==> src/sv/acf_pkg.sv <==
package acf_pkg;

  localparam int LINE_BYTES = 256;
  localparam int FILL_W     = $clog2(LINE_BYTES);
  localparam int CMP_W      = (FILL_W > 8) ? FILL_W : 8;
  localparam int KEY_LEN    = 9;
  localparam int Q_DEPTH    = 4;
  localparam int Q_AW       = $clog2(Q_DEPTH);

  localparam logic [7:0] CHAR_CR   = 8'h0D;
  localparam logic [7:0] CHAR_LF   = 8'h0A;
  localparam logic [7:0] CHAR_NUL  = 8'h00;
  localparam logic [7:0] CHAR_B    = 8'h42;

  typedef logic [FILL_W-1:0] fill_t;
  typedef logic [FILL_W:0]   ram_addr_t;
  typedef logic [CMP_W-1:0]  cmp_t;
  typedef logic [Q_AW-1:0]   q_ptr_t;
  typedef logic [Q_AW:0]     q_cnt_t;

  localparam fill_t FILL_MAX = fill_t'(LINE_BYTES - 1);

  typedef enum logic [1:0] {
    ACT_RECV       = 2'd0,
    ACT_LINK_RESET = 2'd1,
    ACT_READ       = 2'd2,
    ACT_CLAIM      = 2'd3
  } action_t;

  typedef struct packed {
    action_t    action;
    logic [7:0] rx_byte;
    logic [7:0] read_index;
  } acf_in_t;

  typedef struct packed {
    logic        line_done;
    logic        line_matched;
    logic        overflowed;
    logic [7:0]  read_data;
    logic        capture_ready;
    logic [7:0]  capture_length;
    logic [31:0] overflow_total;
    logic [31:0] capture_total;
    logic [31:0] other_total;
  } acf_out_t;

  typedef struct packed {
    logic [3:0] progress;
    logic       kw_seen;
    logic       zero_seen;
  } match_t;

  typedef struct packed {
    logic       we;
    ram_addr_t  waddr;
    logic [7:0] wdata;
  } ram_wr_t;

  typedef struct packed {
    logic      re;
    ram_addr_t raddr;
  } ram_rd_t;

  function automatic logic [7:0] keyword_char(logic [3:0] pos);
    logic [7:0] c;
    unique case (pos)
      4'd0:    c = 8'h42;
      4'd1:    c = 8'h45;
      4'd2:    c = 8'h53;
      4'd3:    c = 8'h54;
      4'd4:    c = 8'h50;
      4'd5:    c = 8'h4F;
      4'd6:    c = 8'h53;
      4'd7:    c = 8'h41;
      4'd8:    c = 8'h2C;
      default: c = 8'h00;
    endcase
    return c;
  endfunction

endpackage

==> src/sv/acf_byte_ram.sv <==
module acf_byte_ram (
  input  logic             clk,
  input  acf_pkg::ram_wr_t wr,
  input  acf_pkg::ram_rd_t rd,
  output logic [7:0]       rdata
);
  import acf_pkg::*;

  logic [7:0] mem_r [2*LINE_BYTES];
  logic [7:0] rdata_r;

  always_ff @(posedge clk) begin
    if (wr.we) begin
      mem_r[wr.waddr] <= wr.wdata;
    end
    if (rd.re) begin
      rdata_r <= mem_r[rd.raddr];
    end
  end

  assign rdata = rdata_r;

endmodule

==> src/sv/acf_matcher.sv <==
module acf_matcher (
  input  acf_pkg::match_t cur,
  input  logic [7:0]      rx_byte,
  output acf_pkg::match_t nxt
);
  import acf_pkg::*;

  logic [3:0] prog_inc;

  assign prog_inc = cur.progress + 4'd1;

  always_comb begin
    nxt = cur;
    priority if (cur.zero_seen || cur.kw_seen) begin
      nxt = cur;
    end else if (rx_byte == CHAR_NUL) begin
      nxt.zero_seen = 1'b1;
    end else if ((cur.progress < 4'(KEY_LEN)) && (rx_byte == keyword_char(cur.progress))) begin
      nxt.progress = prog_inc;
      nxt.kw_seen  = (prog_inc == 4'(KEY_LEN));
    end else begin
      nxt.progress = (rx_byte == CHAR_B) ? 4'd1 : 4'd0;
    end
  end

endmodule

==> src/sv/acf_out_queue.sv <==
module acf_out_queue (
  input  logic              clk,
  input  logic              rst_n,
  input  logic              push,
  input  acf_pkg::acf_out_t push_data,
  output acf_pkg::q_cnt_t   level,
  output logic              out_valid,
  input  logic              out_ready,
  output acf_pkg::acf_out_t out_result
);
  import acf_pkg::*;

  acf_out_t q_r [Q_DEPTH];
  q_ptr_t   wr_ptr_r, wr_ptr_nxt;
  q_ptr_t   rd_ptr_r, rd_ptr_nxt;
  q_cnt_t   cnt_r, cnt_nxt;
  logic     pop;

  assign out_valid  = (cnt_r != '0);
  assign out_result = q_r[rd_ptr_r];
  assign pop        = out_valid && out_ready;
  assign level      = cnt_r;

  always_comb begin
    wr_ptr_nxt = push ? wr_ptr_r + q_ptr_t'(1) : wr_ptr_r;
    rd_ptr_nxt = pop  ? rd_ptr_r + q_ptr_t'(1) : rd_ptr_r;
    cnt_nxt    = cnt_r + q_cnt_t'(push) - q_cnt_t'(pop);
  end

  always_ff @(posedge clk) begin
    if (!rst_n) begin
      wr_ptr_r <= '0;
      rd_ptr_r <= '0;
      cnt_r    <= '0;
    end else begin
      wr_ptr_r <= wr_ptr_nxt;
      rd_ptr_r <= rd_ptr_nxt;
      cnt_r    <= cnt_nxt;
    end
  end

  always_ff @(posedge clk) begin
    if (push) begin
      q_r[wr_ptr_r] <= push_data;
    end
  end

endmodule

==> src/sv/ascii_line_capture_filter.sv <==
// Frames received bytes into lines and keeps the latest line holding BESTPOSA, ahead of any
// zero byte. One transaction is accepted per clock while in_ready shows room in the output
// queue; its result passes the byte RAM read register, then the output queue. The line store
// and the capture store are the two halves of one byte RAM with one write and one read port;
// a captured line is not copied, the halves swap roles, so no action needs a copy pass and
// no clearing pass runs after reset. A four-entry output queue decouples in_ready from
// out_ready.
module ascii_line_capture_filter (
  input  logic              clk,
  input  logic              rst_n,
  input  logic              in_valid,
  output logic              in_ready,
  input  acf_pkg::acf_in_t  in_data,
  output logic              out_valid,
  input  logic              out_ready,
  output acf_pkg::acf_out_t out_result
);
  import acf_pkg::*;

  fill_t       fill_r, fill_nxt;
  match_t      match_r, match_nxt, match_fed;
  logic        line_bank_r, line_bank_nxt;
  fill_t       cap_len_r, cap_len_nxt;
  logic        ready_r, ready_nxt;
  logic [31:0] ovf_cnt_r, ovf_cnt_nxt;
  logic [31:0] cap_cnt_r, cap_cnt_nxt;
  logic [31:0] oth_cnt_r, oth_cnt_nxt;
  logic        p_v_r;
  acf_out_t    p_out_r, p_out_nxt;
  logic        p_hit_r, p_hit_nxt;

  ram_wr_t     ram_wr;
  ram_rd_t     ram_rd;
  logic [7:0]  ram_rdata;
  q_cnt_t      q_level;
  q_cnt_t      inflight;
  acf_out_t    push_data;
  logic        accept;
  cmp_t        idx_ext;
  cmp_t        len_ext;
  fill_t       fill_tmp;
  logic        done, matched, ovf, ready_out;

  assign inflight = q_level + q_cnt_t'(p_v_r);
  assign in_ready = (inflight < q_cnt_t'(Q_DEPTH));
  assign accept   = in_valid && in_ready;
  assign idx_ext  = cmp_t'(in_data.read_index);
  assign len_ext  = cmp_t'(cap_len_r);

  acf_matcher u_matcher (
    .cur     (match_r),
    .rx_byte (in_data.rx_byte),
    .nxt     (match_fed)
  );

  always_comb begin
    fill_nxt      = fill_r;
    match_nxt     = match_r;
    line_bank_nxt = line_bank_r;
    cap_len_nxt   = cap_len_r;
    ready_nxt     = ready_r;
    ovf_cnt_nxt   = ovf_cnt_r;
    cap_cnt_nxt   = cap_cnt_r;
    oth_cnt_nxt   = oth_cnt_r;
    ram_wr.we     = 1'b0;
    ram_wr.waddr  = {line_bank_r, fill_r};
    ram_wr.wdata  = in_data.rx_byte;
    ram_rd.re     = 1'b0;
    ram_rd.raddr  = {~line_bank_r, idx_ext[FILL_W-1:0]};
    p_hit_nxt     = 1'b0;
    fill_tmp      = fill_r;
    done          = 1'b0;
    matched       = 1'b0;
    ovf           = 1'b0;
    ready_out     = ready_r;
    if (accept) begin
      unique case (in_data.action)
        ACT_RECV: begin
          if (in_data.rx_byte != CHAR_CR) begin
            if (fill_r < FILL_MAX) begin
              ram_wr.we = 1'b1;
              fill_tmp  = fill_r + fill_t'(1);
              match_nxt = match_fed;
            end else begin
              ovf         = 1'b1;
              ovf_cnt_nxt = ovf_cnt_r + 32'd1;
              fill_tmp    = '0;
              match_nxt   = '0;
            end
            fill_nxt = fill_tmp;
            if (in_data.rx_byte == CHAR_LF) begin
              if (fill_tmp != '0) begin
                done = 1'b1;
                if (match_nxt.kw_seen) begin
                  matched       = 1'b1;
                  cap_len_nxt   = fill_tmp;
                  ready_nxt     = 1'b1;
                  cap_cnt_nxt   = cap_cnt_r + 32'd1;
                  line_bank_nxt = ~line_bank_r;
                end else begin
                  oth_cnt_nxt = oth_cnt_r + 32'd1;
                end
              end
              fill_nxt  = '0;
              match_nxt = '0;
            end
          end
          ready_out = ready_nxt;
        end
        ACT_LINK_RESET: begin
          fill_nxt  = '0;
          match_nxt = '0;
        end
        ACT_READ: begin
          p_hit_nxt = (idx_ext < len_ext);
          ram_rd.re = p_hit_nxt;
        end
        ACT_CLAIM: begin
          ready_nxt = 1'b0;
        end
        default: begin
          ready_out = ready_r;
        end
      endcase
    end
    p_out_nxt.line_done      = done;
    p_out_nxt.line_matched   = matched;
    p_out_nxt.overflowed     = ovf;
    p_out_nxt.read_data      = '0;
    p_out_nxt.capture_ready  = ready_out;
    p_out_nxt.capture_length = 8'(cap_len_nxt);
    p_out_nxt.overflow_total = ovf_cnt_nxt;
    p_out_nxt.capture_total  = cap_cnt_nxt;
    p_out_nxt.other_total    = oth_cnt_nxt;
  end

  always_ff @(posedge clk) begin
    if (!rst_n) begin
      fill_r      <= '0;
      match_r     <= '0;
      line_bank_r <= 1'b0;
      cap_len_r   <= '0;
      ready_r     <= 1'b0;
      ovf_cnt_r   <= '0;
      cap_cnt_r   <= '0;
      oth_cnt_r   <= '0;
      p_v_r       <= 1'b0;
    end else begin
      fill_r      <= fill_nxt;
      match_r     <= match_nxt;
      line_bank_r <= line_bank_nxt;
      cap_len_r   <= cap_len_nxt;
      ready_r     <= ready_nxt;
      ovf_cnt_r   <= ovf_cnt_nxt;
      cap_cnt_r   <= cap_cnt_nxt;
      oth_cnt_r   <= oth_cnt_nxt;
      p_v_r       <= accept;
    end
  end

  always_ff @(posedge clk) begin
    if (accept) begin
      p_out_r <= p_out_nxt;
      p_hit_r <= p_hit_nxt;
    end
  end

  acf_byte_ram u_ram (
    .clk   (clk),
    .wr    (ram_wr),
    .rd    (ram_rd),
    .rdata (ram_rdata)
  );

  always_comb begin
    push_data           = p_out_r;
    push_data.read_data = p_hit_r ? ram_rdata : 8'h00;
  end

  acf_out_queue u_queue (
    .clk        (clk),
    .rst_n      (rst_n),
    .push       (p_v_r),
    .push_data  (push_data),
    .level      (q_level),
    .out_valid  (out_valid),
    .out_ready  (out_ready),
    .out_result (out_result)
  );

  a_claim_clears: assert property (@(posedge clk) disable iff (!rst_n)
    accept && (in_data.action == ACT_CLAIM) |=> !ready_r)
    else $error("ready flag survived a claim");

  a_accept_stages: assert property (@(posedge clk) disable iff (!rst_n)
    accept |=> p_v_r)
    else $error("accepted transaction did not reach the read stage");

  a_match_is_done: assert property (@(posedge clk) disable iff (!rst_n)
    p_v_r && p_out_r.line_matched |-> p_out_r.line_done && p_out_r.capture_ready)
    else $error("match reported without a finished ready line");

  a_overflow_restarts: assert property (@(posedge clk) disable iff (!rst_n)
    p_v_r && p_out_r.overflowed |-> (fill_r == '0))
    else $error("line did not restart after overflow");

  a_queue_room: assert property (@(posedge clk) disable iff (!rst_n)
    p_v_r |-> (q_level < q_cnt_t'(Q_DEPTH)))
    else $error("output queue overrun");

endmodule
==> config.mk <==
export PLATFORM = sky130hd
export DESIGN_NAME = ascii_line_capture_filter
export DESIGN_NICKNAME = d
export VERILOG_FILES = /design/src/sv/acf_pkg.sv /design/src/sv/acf_byte_ram.sv /design/src/sv/acf_matcher.sv /design/src/sv/acf_out_queue.sv /design/src/sv/ascii_line_capture_filter.sv
export SDC_FILE = /design/constraint.sdc
export NUM_CORES = 2
export LEC_CHECK = 0
export BUFFER_PORTS_ARGS = -buffer_cell sky130_fd_sc_hd__buf_2
export CAP_MARGIN = 30
export CORE_UTILIZATION = 45
export CTS_CLUSTER_DIAMETER = 40
export DETAILED_ROUTE_END_ITERATION = 6
export HOLD_SLACK_MARGIN = 0.03
export PLACE_DENSITY_LB_ADDON = 0.2
export SETUP_SLACK_MARGIN = 0.02
export SLEW_MARGIN = 25
export SYNTH_ARGS = -nofsm -noshare
export SYNTH_HDL_FRONTEND = slang
export SYNTH_HIERARCHICAL = 1
export SYNTH_MEMORY_MAX_BITS = 65536
export SYNTH_SLANG_ARGS = --single-unit
==> constraint.sdc <==
create_clock -name clk -period 4 [get_ports clk]
set_clock_uncertainty 0.15 [all_clocks]
set_input_delay 0.8 -clock clk [delete_from_list [all_inputs] [get_ports clk]]
set_output_delay 0.8 -clock clk [all_outputs]
set_load 0.01 [all_outputs]
==> metrics.cfg <==
[yosys]
ys_ff_latch=4807
yosys_warnings=6
synth.net_count=9727
syn_area_um2=187800
synth_edf_count=4677
yosys-top-cells-area=edfxtp_1 75%, mux4_2 9.2%, mux2i_1 4.4%, o221ai_1 1.7%, dfxtp_1 1.4%
synth_cell_type_count=86
synth_top_cell_by_area=edfxtp_1
synth_flop_cell=edfxtp_1
synth_top_cell_area_share_pct=74.79
avgSynthCellArea_um2=19.40
synthesis.instances=9678
seq_area_frac_synth_pct=76.17
async_reset_ff_share_pct=0

[sta]
slew_viol_final=0
fmax_ghz=0.2545
worst_pin_slew_ns=1.151
min_period_over_period_pct=98.22
setup_viol=0
max-slew-margin-rel_pct=23.29
whs_ns=0.07570
finalHoldViolCount=0
rsz0062_at_grt=no
finalCriticalPeriod_ns=3.929

[drt]
drc=0
antenna_left=0
routed_wl_mm=495.5
wire_per_inst_um=29.81
vias_per_cell=5.964
firstDrtPassIters=6
drt_iter0_drc=11100
num_vias=99140

[setup_path]
reg2reg_from=line_bank_r
start_kind=flop
cp_max_fo=10
end_kind=flop
rr_worst_depth=14
cp.required_ns=4.76
crit_end=u_ram/rdata[3]
worst-path-buf-inv=7
path_common_cell=buf_4
crit_path_top_delay_cell=nor4_1
path_class=reg -> reg
slowest_delay_ns=0.51
path_cells=inv_1 > buf_4 > nor3b_1 > buf_4 > nand2_1 > buf_4 > nor3_1 > nor4_1 > buf_4 > o311ai_0 > buf_4 > nor4_1 > buf_4 > o2111a_1
cp-startpoint=line_bank_r
cpLargestDelayFamily=simple AND/OR/NAND/NOR gates
critical_path_arrival_ns=4.68
r2r-end=u_ram/rdata[3]
critical_path_depth=14
r2r_slack_ns=0.07

[global_route]
grt_pass1_wl_mm=711.9
antenna_found_initial=26
grt_usage_pct=23.30
grt_pass1_vias=99390
grt_max_degree=185
grt_overflow=0

[finish]
regArea_um2=143100
fill_cells=31960
syn_to_final_growth_pct=17.76
drive_gt1_share_pct=24.73
layout_commonest_cell=edfxtp_1
nNetsFinal=10700
multiInputGateArea_um2=41490
finalInstanceArea_um2=221100
final_core_util_pct=53.38
final_cell_mix=4,677 x edfxtp_1, 834 x mux2i_1, 770 x mux4_2

[place]
io_buffers=139
place_hpwl_mm=315.1
gp_congestion=0.8787
placed_cell_area_um2=200700

[cts]
clock-sinks=4807
postCtsSetupBuffers=0
htreeDepth=6
worstSkewPairLatency_ns=1.04
clockRootBuffer=clkbuf_16
cts_tree=yes
numCtsBuffers=593
clk_pin_slew_worst_paths_ns=0.06
cts_buffer_depth=4

[floorplanning]
design.core.area_um2=414300
die-height_um=648.0
fp.dieW_um=648.0
io_pins=140
core.rowCount=236
start_util_pct=45.33
die-area_um2=419900

[power_and_ir_drop]
ir_worst_vdd_mv=0.4617
power_mw=117.3
pwr_density_cell_nw_per_um2=530.4
leakage_nw=72.65

[run]
maxCapViolCount=0

[run_status]
status=completed

[worst_hold_path]
hp-class=in -> reg

[cells in the mapped netlist, types with 46 or more instances]
| cell type | instances |
|---|---|
| a21oi_1 | 221 |
| a22oi_1 | 61 |
| and2_1 | 113 |
| buf_2 | 79 |
| buf_4 | 72 |
| buf_6 | 73 |
| clkbuf_1 | 300 |
| dfxtp_1 | 130 |
| edfxtp_1 | 4677 |
| mux2i_1 | 834 |
| mux4_2 | 770 |
| nand2_1 | 208 |
| nand3_1 | 95 |
| nand4_1 | 67 |
| nor2_1 | 632 |
| nor3_1 | 141 |
| nor4_1 | 66 |
| o21ai_0 | 130 |
| o221ai_1 | 371 |
| o22ai_1 | 164 |
| xnor2_1 | 55 |
| xor2_1 | 46 |
[worst min path at each step]
stage                              startpoint                  end  slack, ns  cells after the start
after CTS                         in_data[12]  u_ram/mem_r[251][4]       0.03                      2
after global routing               in_data[9]  u_ram/mem_r[168][1]       0.04                      2
final                              in_data[9]  u_ram/mem_r[168][1]       0.08                      2
after detailed placement  u_queue/rd_ptr_r[1]                 flop       0.32                      2
after floorplan                    match_r[4]           match_r[4]       0.28                      2
after global placement    u_queue/rd_ptr_r[1]                 flop       0.30                      2
[cell families after synthesis]
family	synth area share [%]
AOI/OAI and AO/OA	3.920
adders and majority gates	0.1839
and+or+nand+nor	3.673
buffers and inverters	1.846
muxes	13.70
DFF	76.17
xor gates and xnor gates	0.5004
[state kept, by name, summed over array words and instances (netlist names), 6 cells and up, named ones only]
register / flops
u_ram/mem_r: 4096
ovf_cnt_r: 32
cap_len_r: 8
cap_cnt_r: 32
match_r: 6
oth_cnt_r: 32
p_out_r: 108
u_queue/q_r: 464
u_ram/rdata: 8
fill_r: 8
[routing by layer]
metal | vias to the layer above | global-route usage (%) | part of all wire (%) | wire, um
met1 | 52070 | 32.79 | 41 | 204300
met4 | 8 | 6.565 | 2.9 | 14460
li1 | 41970 | - | - | -
met5 | - | 0 | 0.0081 | 40
met3 | 759 | 3.720 | 7.8 | 38470
met2 | 4326 | 37.78 | 48 | 238200
[stage by stage]
stage | cells | TNS [ns] | setup WS [ns]
floorplan | 9678 | 0 | 0.1519
global placement | 15520 | -3.774 | -0.5680
detailed placement | 15520 | -3.845 | -0.5122
CTS | 16610 | 0 | 0.1121
global route | 16620 | 0 | 0.03023
finish | 16620 | 0 | 0.07110
[cell type report]
cell class	count	share of cell area (%)
Multi-Input combinational cell	4247	18.76
Inverter	41	0.07469
Antenna cell	9	0.01018
Tap cell	5474	3.097
Clock buffer	673	7.004
Clock inverter	408	2.133
Sequential cell	4807	64.69
Timing Repair Buffer	964	4.228
[power by group]
group,switching [mW],internal [mW]
Combinational,4.21,2.67
Clock,21.5,32.7
Sequential,0.306,55.9
Total,26.1,91.2
[what timing repair did]
item,in CTS,in global routing
endpoints found under the hold margin,11,0
resized for setup,0,1
hold buffers,3,0
endpoints found under the setup margin,0,1
Note: power is estimated with default switching activity, not from simulation.
